==> config.mk <==
export PLATFORM = sky130hd
export DESIGN_NAME = rlgr_glyph_mem
export DESIGN_NICKNAME = d
export VERILOG_FILES = /design/src/hw/rtl/rlgr_pkg.sv /design/src/hw/rtl/rlgr_glyph_mem.sv
export SDC_FILE = /design/constraint.sdc
export NUM_CORES = 2
export LEC_CHECK = 0
export BUFFER_PORTS_ARGS = -buffer_cell sky130_fd_sc_hd__buf_4
export CORE_ASPECT_RATIO = 0.8
export CORE_MARGIN = 10
export CORE_UTILIZATION = 63
export CTS_CLUSTER_SIZE = 8
export DETAILED_ROUTE_END_ITERATION = 10
export GPL_ROUTABILITY_DRIVEN = 1
export PLACE_DENSITY_LB_ADDON = 0.05
export SETUP_SLACK_MARGIN = 0.3
export SYNTH_ARGS = -nofsm -noshare
export SYNTH_HDL_FRONTEND = slang
export SYNTH_SLANG_ARGS = --single-unit
==> constraint.sdc <==
create_clock -name clk -period 5.2 [get_ports clk]
set_input_delay 0.26 -clock clk [delete_from_list [all_inputs] [get_ports clk]]
set_output_delay 0.26 -clock clk [all_outputs]
set_load 0.005 [all_outputs]
==> src/hw/rtl/rlgr_pkg.sv <==
// Package for the run-length glyph renderer.
// Holds the request and row types, the glyph descriptor, sizes and codes.
// No dependencies.
package rlgr_pkg;

  // Fixed field widths
  localparam int POS_W   = 20;  // cursor and framebuffer offsets
  localparam int DIM_W   = 11;  // screen width and height
  localparam int GAP_W   = 6;
  localparam int COLOR_W = 16;
  localparam int GSZ_W   = 6;   // glyph width, height, y offset
  localparam int RADDR_W = 12;  // run addresses in a request
  localparam int RLEN_W  = 11;  // run lengths
  localparam int MASK_W  = 32;  // row mask

  // Parameter defaults
  localparam int GLYPH_COUNT_DEF    = 96;
  localparam int MAX_GLYPH_SIZE_DEF = 32;
  localparam int RUN_WORDS_DEF      = 4096;

  // Request kinds
  localparam logic [1:0] KIND_GLYPH = 2'd0;
  localparam logic [1:0] KIND_RUN   = 2'd1;
  localparam logic [1:0] KIND_DRAW  = 2'd2;

  // Character codes
  localparam logic [7:0] CH_SPACE = 8'h20;
  localparam logic [7:0] CH_LF    = 8'h0A;
  localparam logic [7:0] CH_CR    = 8'h0D;
  localparam logic [7:0] CH_TAB   = 8'h09;

  // Configuration register indexes
  localparam logic [1:0] REG_SCREEN_WIDTH  = 2'd0;
  localparam logic [1:0] REG_SCREEN_HEIGHT = 2'd1;
  localparam logic [1:0] REG_LINE_GAP      = 2'd2;
  localparam logic [1:0] REG_DRAW_COLOR    = 2'd3;

  typedef struct packed {
    logic [1:0]         kind;
    logic [7:0]         code;
    logic [RADDR_W-1:0] run_address;
    logic [RLEN_W-1:0]  run_length;
    logic [GSZ_W-1:0]   glyph_width;
    logic [GSZ_W-1:0]   glyph_height;
    logic [GSZ_W-1:0]   glyph_y_offset;
    logic [RADDR_W-1:0] run_start;
    logic [RADDR_W-1:0] run_end;
  } cmd_t;

  typedef struct packed {
    logic [POS_W-1:0]   row_address;
    logic [MASK_W-1:0]  row_mask;
    logic [COLOR_W-1:0] pixel_color;
    logic               row_last;
  } row_t;

  typedef struct packed {
    logic [GSZ_W-1:0]   w;
    logic [GSZ_W-1:0]   h;
    logic [GSZ_W-1:0]   yoff;
    logic [RADDR_W-1:0] first;
    logic [RADDR_W-1:0] stop;
  } glyph_desc_t;

endpackage

==> src/hw/rtl/rlgr_glyph_mem.sv <==
// Glyph descriptor table: synchronous memory with per-entry valid bits.
// An entry never loaded reads as an empty glyph. Uses rlgr_pkg.
module rlgr_glyph_mem #(
  parameter int GLYPH_COUNT = rlgr_pkg::GLYPH_COUNT_DEF,
  parameter int IDX_W       = 7
) (
  input  logic                      clk,
  input  logic                      rst,
  input  logic                      wr_en,
  input  logic [IDX_W-1:0]          wr_idx,
  input  rlgr_pkg::glyph_desc_t     wr_data,
  input  logic                      rd_en,
  input  logic [IDX_W-1:0]          rd_idx,
  output rlgr_pkg::glyph_desc_t     rd_data
);
  import rlgr_pkg::*;

  glyph_desc_t            mem [GLYPH_COUNT];
  logic [GLYPH_COUNT-1:0] valid;
  glyph_desc_t            data_q;
  logic                   valid_q;

  always_ff @(posedge clk) begin
    if (wr_en) begin
      mem[wr_idx] <= wr_data;
    end
    if (rd_en) begin
      data_q <= mem[rd_idx];
    end
  end

  // Valid bits stand in for the all-zero reset of the table
  always_ff @(posedge clk) begin
    if (rst) begin
      valid   <= '0;
      valid_q <= 1'b0;
    end else begin
      if (wr_en) begin
        valid[wr_idx] <= 1'b1;
      end
      if (rd_en) begin
        valid_q <= valid[rd_idx];
      end
    end
  end

  assign rd_data = valid_q ? data_q : '0;

endmodule

Word level (Yosys, flattened, before mapping)

Memories as Yosys holds them, arrays and structs flattened. A register that Yosys moved wholly into a read port is not among the register bits.
Cells that the tools add are included.

Bitwise gates (word level): 1
$lt $le $gt $ge: 3
Reduce and logical (&&, ||, !) cells: 1
Multiplexer cells: 7

Operators with widths:

| cell                                                              | number |
|---|---|
| bitwise OR 96 bit                                                 | 1 |
| two-way mux 42 bit                                                | 1 |
| < comparator 7 x 8 -> 1 bit, second input constant                | 2 |
| binary-select mux 1 bit (select 7 bit)                            | 1 |
| demux 1 bit (select 7 bit)                                        | 1 |
| greater-or-equal comparator 7 x 1 -> 1 bit, second input constant | 1 |
| two-way mux 1 bit                                                 | 4 |
| logical AND 1 bit                                                 | 1 |

Memories kept: 1
Bits of input ports: 60
Bits in registers: 97
Logic and storage cells: 15
Memory bits (writable): 4032
Output and inout port bits: 42

Memories:

| memory | depth | width | rd ports | clocked after memory_dff | write ports | line                 | RTL |
|---|---|---|---|---|---|---|---|
| mem    | 96    | 42    | 1        | 1                        | 1           | rlgr_glyph_mem.sv:18 | `glyph_desc_t mem [GLYPH_COUNT];` |

Depth between registers and ports, before layout

Depth in word-level cells: 5
Mapped depth: 11
Gate-level depth less buffers: 5

Worst setup path after synthesis

No wires, ideal clock.

Path kind: input-to-reg
Start: input port wr_idx[2]
End: memory mem[28][0] (netlist bit), enable pin
Setup slack: 1.505 ns
Stages on the path: 5
Setup time: 0.443 ns
Buffers on the path: 2
Arrival: 3.252 ns
Path through: clkbuf_1 -> or3b_2 -> or2_2 -> clkbuf_1 -> nor2_1

RTL lines:

| element     | line                 | RTL |
|---|---|---|
| from (decl) | rlgr_glyph_mem.sv:10 | `input logic [IDX_W-1:0] wr_idx,` |
| to (decl)   | rlgr_glyph_mem.sv:18 |  |

No word-level cell before the write port.

==> metrics.md <==
| Metric | Value |
|---|---|
| Power Dens Cells | 412.2 nW/um^2 |
| GRT Util Overall | 31.33% |
| Skew final | 0.03574 ns |
| Distinct cells, synth | 35 |
| TNS Setup | 0 ns |
| Port Buf Inserts | about 100 |
| Clock Path Buffers | 4 |
| CTS Hold Buffers Added | 33 |
| Cell row count | roughly 160 |
| GR Overflow Total | 0 |
| Final Slew Violations | 0 |
| Die area | 271700 sq um |
| Relative slew slack | 0.5602% |
| DR vias/cell | 7.076 |
| Drt pass-1 iters | 8 |
| Routed Antenna Nets | 0 |
| Reg clk slew, reported paths | approximately 0.050 ns |
| Seq/Total Area, Yosys | roughly four fifths |
| Flop2flop setup slack | 2.07 ns |
| Hold endpoint | mem[2][41] |
| Pleak | 0.05782 uW |
| Fin nets | 7551 |
| Layout area overhead | 14.74% |
| Max Freq | 0.2895 GHz |
| Synth top area cells | edfxtp_1, mux4_2, mux2i_1, dfxtp_1, nor2_1 |
| Critical Path End Type | register |
| Post-CTS Resized | 0 |
| DR DRC count | 0 |
| HPWL after DPL | 244400 um |
| Synth top area share | 77.33% |
| Final Hold Fails | 0 |
| Prevailing post-synth register cell | edfxtp_1 |
| Root Driver | clkbuf_16 |
| Layout cells sized above 1 | 29.79% |
| Reg2reg end | data_q[32] |
| Drt total wl | 425000 um |
| Failing checks | capacitance limit |
| WP data required | 5.82 ns |
| Synthesized Nets | 6864 |
| Reg-to-reg startpoint | mem[72][32] |
| Crit path from | rd_idx[1] |
| R2R cell count | 5 |
| Syn_area_per_cell | 23.25 sq um |
| Ports | 102 |
| Die width | 580.3 um |
| Post-synth top cells | edfxtp_1, mux4_2, mux2i_1, nor2_1, clkbuf_1 |
| Hold path startpoint | wr_data[41] |
| Post-Syn Area | 158200 sq um |
| Yosys warns | 0 |
| Setup CP Type | input port to register |
| CP arrival | 4.08 ns |
| Vias in the first global route | between 70000 and 80000 |
| Async SR Flop Fraction | 0% |
| Core region area | 249700 sq um |
| Synth Register Bits | approximately 4200 |
| Largest net degree at the start of global routing | 98 |
| Gpl congestion | 0.8966 |
| Max Cap Violations | 2 |
| CTS tree | yes |
| Final period util | 66.43% |
| Critical path fanouts, max | 55 |
| Final setup violation count | 0 |
| Worst Max-Slew Pin Slew | 1.483 ns |
| First-pass GRT wire length | 598700 um |
| WL/cell | 38.80 um |
| Min-Delay Path Depth | 1 |
| RSZ-0062 raised after global routing | false |
| Post-synth top area cell | edfxtp_1 |
| Layout fillers | about 14000 |
| Most frequent cell after synthesis | edfxtp_1 |
| CTS Sinks | 4171 |
| CTS Buf Count | 595 |
| Post-synth EDFFs | approximately 4000 |
| Via count of the routed design | 77500 |
| Minimum clock period | 3.454 ns |
| HP Class | input port to register |
| CP startpoint kind | input port |
| Mapped Cells | 6804 |
| Initial antenna violation count | just over 40 |
| Post-CTS Setup Bufs | 0 |
| Status | finished with violations |
| Initial Util | 63.35% |
| VDD IR max | 0.3046 mV |
| Final Power | 74840 uW |
| H-Tree Level Count | 6 |
| DR iter-0 viols | 11560 |
| Skew-Pair Late Insertion Delay | 0.94 ns |
| Die H | around 470 um |
area by class of cell:
| cell class | instances | area (sq um) | area share (%) |
|---|---|---|---|
| Inverter | 1 | 3.754 | 0.002068 |
| Sequential cell | 4171 | 124300 | 68.46 |
| Clock inverter | 29 | 369.1 | 0.2033 |
| Timing Repair Buffer | 464 | 4014 | 2.211 |
| Multi-Input combinational cell | 2258 | 32980 | 18.17 |
| Antenna cell | 23 | 57.56 | 0.03170 |
| Tap cell | 3320 | 4154 | 2.288 |
| Clock buffer | 687 | 15680 | 8.638 |
kinds of logic (layout without fill, tap and decap cells):
family / count (synthesis) / in the layout / share of synthesized area (%)
simple gates: 478 / 478 / 1.322
other cells: 0 / 23 / 0
compound gates: 358 / 358 / 1.613
flops: 4171 / 4171 / 78.55
buf+inv: 375 / 1181 / 1.083
mux: 1422 / 1422 / 17.43
report_power, final:
group | total (uW) | internal [uW] | switching, uW
registers | 37200 | 37200 | 85.7
clock network | 34100 | 20900 | 13200
logic | 3520 | 1200 | 2320
total | 74800 | 59300 | 15600
cell usage in the layout, fill, tap and decap left out, types with 3 or more instances in the layout:
| cell type | netlist | routed |
|---|---|---|
| nand2_1 | 17 | 15 |
| and2_1 | 43 | 42 |
| nand3_1 | 14 | 14 |
| nor2_4 | 0 | 99 |
| a211oi_1 | 43 | 43 |
| diode_2 | 0 | 23 |
| mux2i_1 | 356 | 356 |
| nor2b_1 | 7 | 7 |
| edfxtp_1 | 4074 | 4074 |
| nand3b_1 | 7 | 7 |
| o21ba_2 | 10 | 10 |
| or2_2 | 6 | 6 |
| a22oi_1 | 130 | 130 |
| inv_6 | 0 | 14 |
| clkbuf_16 | 0 | 616 |
| nor2_1 | 323 | 224 |
| buf_12 | 0 | 33 |
| nor3_1 | 43 | 42 |
| clkbuf_1 | 174 | 71 |
| o211ai_1 | 42 | 42 |
| nand4_1 | 6 | 6 |
| o22ai_1 | 126 | 126 |
| buf_4 | 25 | 395 |
| clkinv_8 | 0 | 11 |
| dlygate4sd3_1 | 0 | 33 |
| mux4_2 | 1066 | 1066 |
| inv_16 | 0 | 3 |
| dfxtp_1 | 97 | 97 |
| or3b_2 | 4 | 4 |
state kept, by name (all words and copies together), names as in the netlist:
register,flops
data_q,42
valid,96
valid_q,1
mem,4032
worst max-delay path by stage:
| stage | to | depth (start not counted) |
|---|---|---|
| after floorplan | mem[28][0] | 5 |
| after global placement | data_q[21] | 9 |
| after detailed placement | data_q[21] | 9 |
| after CTS | data_q[21] | 9 |
| after global routing | data_q[4] | 9 |
| final | data_q[32] | 8 |
layer usage:
metal | vias up | global-route usage [%] | wire length (um)
met5 | - | 0 | 13
met4 | 2 | 10.02 | 14890
met3 | 662 | 11.46 | 62180
met2 | 5168 | 44.78 | 187100
met1 | 41380 | 45.92 | 160800
li1 | 30290 | - | -
worst max-delay path, stage by stage:
cell	delay, ns
buf_8	0.55
buf_4	0.35
buf_4	0.42
mux4_2	0.38
mux2i_1	0.34
o22ai_1	0.33
a211oi_1	1.22
nor2_1	0.12
metrics by stage:
| step | instance area, sq um | instances | worst slack [ns] | utilization (%) | hold slack, ns |
|---|---|---|---|---|---|
| 6_report | 181500 | 10950 | 1.746 | 72.69 | 0.04815 |
| 5_1_grt | 181500 | 10950 | 1.825 | 72.69 | 0.04209 |
| 4_1_cts | 181500 | 10930 | 1.850 | 72.67 | 0.01343 |
| 3_5_place_dp | 165100 | 10180 | 0.8798 | 66.11 | 0.4537 |
| 3_3_place_gp | 165100 | 10180 | 0.8513 | 66.11 | 0.4441 |
| 2_1_floorplan | 158200 | 6804 | 1.505 | - | 0.3589 |
Note: power is estimated with default switching activity, not from simulation.
