### src/hw/rtl/rlgr_pkg.sv
// Package for the run-length glyph renderer.
// Holds the request and row types, the glyph descriptor, sizes and codes.
// No dependencies.
package rlgr_pkg;

  // Fixed field widths
  localparam int POS_W   = 20;  // cursor and framebuffer offsets
  localparam int DIM_W   = 11;  // screen width and height
  localparam int GAP_W   = 6;
  localparam int COLOR_W = 16;
  localparam int GSZ_W   = 6;   // glyph width, height, y offset
  localparam int RADDR_W = 12;  // run addresses in a request
  localparam int RLEN_W  = 11;  // run lengths
  localparam int MASK_W  = 32;  // row mask

  // Parameter defaults
  localparam int GLYPH_COUNT_DEF    = 96;
  localparam int MAX_GLYPH_SIZE_DEF = 32;
  localparam int RUN_WORDS_DEF      = 4096;

  // Request kinds
  localparam logic [1:0] KIND_GLYPH = 2'd0;
  localparam logic [1:0] KIND_RUN   = 2'd1;
  localparam logic [1:0] KIND_DRAW  = 2'd2;

  // Character codes
  localparam logic [7:0] CH_SPACE = 8'h20;
  localparam logic [7:0] CH_LF    = 8'h0A;
  localparam logic [7:0] CH_CR    = 8'h0D;
  localparam logic [7:0] CH_TAB   = 8'h09;

  // Configuration register indexes
  localparam logic [1:0] REG_SCREEN_WIDTH  = 2'd0;
  localparam logic [1:0] REG_SCREEN_HEIGHT = 2'd1;
  localparam logic [1:0] REG_LINE_GAP      = 2'd2;
  localparam logic [1:0] REG_DRAW_COLOR    = 2'd3;

  typedef struct packed {
    logic [1:0]         kind;
    logic [7:0]         code;
    logic [RADDR_W-1:0] run_address;
    logic [RLEN_W-1:0]  run_length;
    logic [GSZ_W-1:0]   glyph_width;
    logic [GSZ_W-1:0]   glyph_height;
    logic [GSZ_W-1:0]   glyph_y_offset;
    logic [RADDR_W-1:0] run_start;
    logic [RADDR_W-1:0] run_end;
  } cmd_t;

  typedef struct packed {
    logic [POS_W-1:0]   row_address;
    logic [MASK_W-1:0]  row_mask;
    logic [COLOR_W-1:0] pixel_color;
    logic               row_last;
  } row_t;

  typedef struct packed {
    logic [GSZ_W-1:0]   w;
    logic [GSZ_W-1:0]   h;
    logic [GSZ_W-1:0]   yoff;
    logic [RADDR_W-1:0] first;
    logic [RADDR_W-1:0] stop;
  } glyph_desc_t;

endpackage

### src/hw/rtl/rlgr_div.sv
// Restoring divider: cursor divided by the screen width, one bit a cycle.
// Gives the row (quotient) and column (remainder). Uses rlgr_pkg.
module rlgr_div (
  input  logic                      clk,
  input  logic                      rst,
  input  logic                      start,
  input  logic [rlgr_pkg::POS_W-1:0] dividend,
  input  logic [rlgr_pkg::DIM_W-1:0] divisor,
  output logic                      busy,
  output logic [rlgr_pkg::POS_W-1:0] quotient,
  output logic [rlgr_pkg::DIM_W-1:0] remainder
);
  import rlgr_pkg::*;

  localparam int CNT_W = $clog2(POS_W + 1);

  logic [CNT_W-1:0] cnt;
  logic [POS_W-1:0] quo;
  logic [DIM_W-1:0] rem;
  logic [DIM_W-1:0] dsr;
  logic [DIM_W:0]   sh;
  logic [DIM_W:0]   diff;
  logic             ge;

  // One trial subtraction per cycle
  always_comb begin
    sh   = {rem, quo[POS_W-1]};
    ge   = sh >= {1'b0, dsr};
    diff = sh - {1'b0, dsr};
  end

  always_ff @(posedge clk) begin
    if (rst) begin
      busy <= 1'b0;
      cnt  <= '0;
    end else if (start) begin
      busy <= 1'b1;
      cnt  <= CNT_W'(POS_W);
    end else if (busy) begin
      cnt <= cnt - 1'b1;
      if (cnt == CNT_W'(1)) begin
        busy <= 1'b0;
      end
    end
  end

  always_ff @(posedge clk) begin
    if (start) begin
      quo <= dividend;
      rem <= '0;
      dsr <= divisor;
    end else if (busy) begin
      quo <= {quo[POS_W-2:0], ge};
      rem <= ge ? diff[DIM_W-1:0] : sh[DIM_W-1:0];
    end
  end

  assign quotient  = quo;
  assign remainder = rem;

endmodule

### config.mk
export PLATFORM = sky130hd
export DESIGN_NAME = rlgr_div
export DESIGN_NICKNAME = d
export VERILOG_FILES = /design/src/hw/rtl/rlgr_pkg.sv /design/src/hw/rtl/rlgr_div.sv
export SDC_FILE = /design/constraint.sdc
export NUM_CORES = 1
export LEC_CHECK = 0
export ABC_CLOCK_PERIOD_IN_PS = 5950
export BUFFER_PORTS_ARGS = -buffer_cell sky130_fd_sc_hd__buf_2
export CORE_MARGIN = 10
export CORE_UTILIZATION = 41
export CTS_CLUSTER_DIAMETER = 100
export DETAILED_ROUTE_END_ITERATION = 8
export PLACE_DENSITY = 0.68
export SLEW_MARGIN = 0
export SYNTH_ARGS = -nofsm -noshare
export SYNTH_HDL_FRONTEND = slang
export SYNTH_SLANG_ARGS = --single-unit
### constraint.sdc
create_clock -name clk -period 5.95 [get_ports clk]
set_input_delay 1.19 -clock clk [delete_from_list [all_inputs] [get_ports clk]]
set_output_delay 1.19 -clock clk [all_outputs]
set_load 0.02 [all_outputs]
Yosys cells after proc, flatten, opt, wreduce, memory -nomap -nowiden
Index checks and enable logic that the tools add are counted.
{"block": "totals", "mem_bits_rw": 0, "mem_bits_ro": 0, "wordCells": 20, "mem_count": 0, "out_inout_bits": 32, "reg_bits": 48, "inputBits": 34, "latch_bits": 0}
{"block": "classes", "reduce_logical": 2, "eq_ne": 1, "shift": 0, "order_cmp": 1, "n_mul": 0, "bitwise": 0, "addsub": 2, "mux": 8, "n_div": 0}
{"cell": "20-bit two-way mux", "count": 2}
{"cell": "12-bit by 11-bit greater-or-equal comparator with 1-bit output", "count": 1}
{"cell": "11-bit two-way mux", "count": 1}
{"cell": "11-bit subtractor", "count": 1}
{"cell": "5-bit two-way mux", "count": 2}
{"cell": "5-bit by 1-bit == test with 1-bit output, second input constant", "count": 1}
{"cell": "5-bit by 1-bit subtractor with 5-bit output, second input constant", "count": 1}
{"cell": "1-bit two-way mux", "count": 3}
{"cell": "2-bit nonzero test", "count": 1}
{"cell": "2-bit OR reduction", "count": 1}

Longest topological paths before layout
{"block": "depth", "word_depth": 4, "mapped_depth": 10, "depth_no_buf": 9}

Worst setup path before layout
Ideal clock, no wire load.
{"block": "synth_timing", "path_type": "register to register", "from": "register quo[19] (netlist: quotient[19])", "to": "register rem[0] (netlist: remainder[0])", "path_slack_ns": 3.609, "path_buffers": 0, "setup_ns": 0.079, "t_arrival_ns": 2.262, "t_required_ns": 5.871, "synth_period_minus_slack_ns": 2.341, "stages_incl_launch_ff": 10, "path_cell_list": "edfxtp_1 -> inv_1 -> ha_1 -> fa_1 -> nor2b_1 -> o31a_1 -> o21ai_2 -> o21ai_4 -> mux2_4 -> a211oi_2"}
{"block": "synth_via", "elab_chain_len": 2, "elab_cells_between_ends": 3, "classes_between": "1 x add/sub; 1 x order compare; 1 x mux"}
{"element": "from (decl)", "line_no": "rlgr_div.sv:18", "source": "logic [POS_W-1:0] quo;"}
{"element": "from (signal assigned)", "line_no": "rlgr_div.sv:49", "source": "quo <= dividend;"}
{"element": "from (signal assigned)", "line_no": "rlgr_div.sv:53", "source": "quo <= {quo[POS_W-2:0], ge};"}
{"element": "11-bit subtractor or 12-bit by 11-bit greater-or-equal comparator with 1-bit output (tied branches)", "line_no": "rlgr_div.sv:29, rlgr_div.sv:28"}
{"element": "11-bit two-way mux *", "line_no": "rlgr_div.sv:54", "source": "rem <= ge ? diff[DIM_W-1:0] : sh[DIM_W-1:0];"}
{"element": "to (signal assigned)", "line_no": "rlgr_div.sv:54"}
{"element": "to (decl)", "line_no": "rlgr_div.sv:19", "source": "logic [DIM_W-1:0] rem;"}
Mark *: on every way between the ends. The rest lies on a longest branch, timed or not.
A chain may end at the register's enable or synchronous reset.

Worst setup path in the final report
Ends and elaborated chain as after synthesis.

==> results_dict.tcl <==
set metrics [dict create \
    drtIter0Drc 113 \
    critPathMaxFanout 14 \
    min_path_cells 2 \
    grt_pass1_vias 1986 \
    peakVddDrop_v 0.0001498 \
    viasPerCell 5.233 \
    synth_area_per_cell_um2 11.69 \
    dp_cells 353 \
    p_per_area_mw_per_mm2 279.4 \
    critPathSlowestCell "o21ai_4" \
    ys_seq_elements 48 \
    max-cap-violations 0 \
    finClkSkew_ps 4.366 \
    timing.setup.tns_ps 0 \
    rsz0062_at_grt "false" \
    hold_class "flip-flop to flip-flop" \
    multiInputGateArea_mm2 0.001191 \
    grt.total_usage_pct 11.75 \
    yosys_warnings 0 \
    insertedDiodeCount 0 \
    critPathTopFamily "compound AO/OA/AOI/OAI gates" \
    io_pins 66 \
    r2r-end "remainder[0]" \
    die_x_um 99.19 \
    die_y_um 99.19 \
    ys_types 48 \
    ctsHoldBuffers 0 \
    cts_sinks 48 \
    cp.required_ps 6180 \
    clock_path_buffers 2 \
    finalCriticalPeriod_ps 2608 \
    nets 333 \
    layout-drive-gt1-share_pct 36.36 \
    hold_viol 0 \
    worstSkewPairLatency_ps 300 \
    worstSetupStartpointType "flip-flop" \
    fin_crit_sh_pct 43.83 \
    rr_worst_depth 9 \
    synth-xor-area-share_pct 3.066 \
    syn_nets 268 \
    synth_compound_area_share_pct 11.92 \
    final_core_util_pct 50.81 \
    rrSetupSlack_ps 3340 \
    max_freq_ghz 0.3835 \
    synthAdderAreaFrac_pct 7.105 \
    avgRoutedWirePerCell_um 15.71 \
    post_cts_resized 0 \
    synth_top_family_by_area "simple AND/OR/NAND/NOR gates" \
    first_pass_iters 4 \
    crit_path_cell_trace "inv_1 -> ha_1 -> fa_1 -> nor2b_1 -> o31a_1 -> o21ai_2 -> o21ai_4 -> mux2_4 -> a211oi_2" \
    cts_tree "built" \
    slowest_delay_ps 410 \
    relSlewSlack_pct 57.98 \
    crit_type "flip-flop to flip-flop" \
    r2r_start "quotient[19]" \
    status "finished clean" \
    antenna_left 0 \
    cts_inserted_buffers 5 \
    dpl.hpwl_um 4396 \
    grt_pass1_wl_um 9632 \
    hold_end "cnt[1]" \
    p_leak_nw 1.290 \
    yosysSeqAreaShare_pct 49.44 \
    synth_simple_gate_area_share_pct 12.55 \
    hold_ws_ps 518.6 \
    clockRootBuffer "clkbuf_8" \
    grt_antenna_before_repair 0 \
    port_buffers 65 \
    place.gp.congestion 0.8085 \
    fill_cells 558 \
    arrival_ps 2840 \
    hold_path.startpoint "cnt[1]" \
    cts.clk_slew.worst_paths_ps 90 \
    drv_slew 0 \
    num_vias 1889 \
    finalNonFillerCells 361 \
    grt.overflow.total 0 \
    setup_violations 0 \
    tightest_slew_ps 630.3 \
    initial_utilization_pct 42.92 \
    seq_area_mm2 0.001271 \
    post_cts_buffers 0 \
    power.total_w 0.0008505 \
    syn2layout_area_growth_pct 18.39 \
    synth.mux.area_fraction_pct 11.68 \
    dieArea_mm2 0.009839 \
    htree_levels 2 \
    end_kind "flip-flop" \
    core_area_mm2 0.005991 \
    routed_wirelength_um 5672 \
    grt_max_degree 32 \
    synthesis.area_mm2 0.002571 \
    drc_errors 0 \
    fp-row-count 28 \
    synthCells 220 \
    worst-path-buf-inv 1 \
]
==> cells in the final DEF (no fill, tap or decap), types with 5 or more instances in the layout <==
master	instances
buf_2	65
edfxtp_1	31
nor2_1	22
mux2_2	20
dfxtp_1	17
inv_1	15
ha_1	13
nand2_1	8
xnor2_1	8
o21ai_0	7
a211oi_1	7
a21oi_1	6
mux2i_1	6
nor3_1	5
clkbuf_8	5
==> worst max path at each step <==
stage,startpoint,cells past startpoint,endpoint
final,quotient[19],9,remainder[0]
after global routing,quotient[19],9,remainder[0]
after CTS,quotient[19],9,remainder[0]
after detailed placement,start,3,quotient[6]
after global placement,start,3,quotient[6]
after floorplan,quotient[19],9,remainder[0]
==> worst reg2reg max path: cells and delay by family, from the launching register on <==
kind	cells	cell delay (ps)
AO/OA/AOI/OAI	4	970
adder cells (fa/ha/maj)	2	610
buffers and inverters	1	50
flip-flops	1	350
multiplexers	1	350
AND/OR/NAND/NOR	1	190
==> sequential cells by signal, summed over array words and instances, names as in the netlist <==
| register | cells |
|---|---|
| dsr | 11 |
| cnt | 5 |
| remainder | 11 |
| busy | 1 |
| quotient | 20 |
==> Yosys cell counts (all sizes together) <==
master,count,area share (%)
nor2b,2,0.49
or2,1,0.24
nand3,2,0.58
o211ai,4,1.2
o31a,2,0.68
mux2i,6,2.3
a211oi,8,2.5
or4b,1,0.39
nor4bb,3,1.2
or3,1,0.24
nor2,22,3.2
nor4,1,0.83
and2,1,0.24
a21oi,6,1.2
o21a,2,0.58
mux2,21,9.3
a311oi,2,0.68
fa,1,0.78
edfxtp,31,36
inv,15,2.2
or2b,1,0.29
nor3,5,0.97
buf,7,1.8
a21o,1,0.29
nor4b,2,0.68
o31ai,2,0.58
xnor2,8,2.7
and3,1,0.24
ha,13,6.3
o21ai,9,2.3
a2111oi,2,1.4
xor2,1,0.34
nand4,1,0.24
nor3b,1,0.29
nand2,8,1.2
dfxtp,17,13
nand3b,1,0.29
o22ai,2,0.49
nand2b,4,0.97
clkbuf,2,0.29
==> layer usage <==
layer / GRT usage [%] / part of all wire [%] / up-vias
met3: 4.844 / 8.0 / 4
met2: 18.49 / 47 / 54
li1: - / - / 943
met1: 14.33 / 44 / 888
met4: 3.528 / 1.0 / 0
met5: 0 / 0 / -
==> final cells by class <==
class	count	share of cell area (%)
well taps	75	3.083
clock buffers	5	2.261
inverters	15	1.850
flip-flops and latches	48	41.76
repair buffers	67	11.18
multi-input cells	148	39.13
clock inverters	3	0.7398
==> report_power, final <==
group          total [W]  switching (W)  internal [W]
Sequential      0.000413      0.0000218      0.000391
Combinational   0.000237       0.000134      0.000102
Clock           0.000201       0.000116     0.0000844
Total           0.000851       0.000273      0.000578
==> through the flow <==
step | instance area (µm²) | setup WS [ps]
final | 3044 | 3342
after global routing | 3044 | 3150
after CTS | 3044 | 3335
after detailed placement | 2953 | 3209
after global placement | 2953 | 3241
after floorplan | 2571 | 3609
==> cells by family (layout without fill, tap and decap cells) <==
kind of cell	Yosys count	count (layout)
simple gates	58	58
flops	48	48
compound gates	40	40
mux	27	27
buf+inv	24	90
fa+ha+maj	14	14
xor+xnor	9	9
Note: power is estimated with default switching activity, not from simulation.
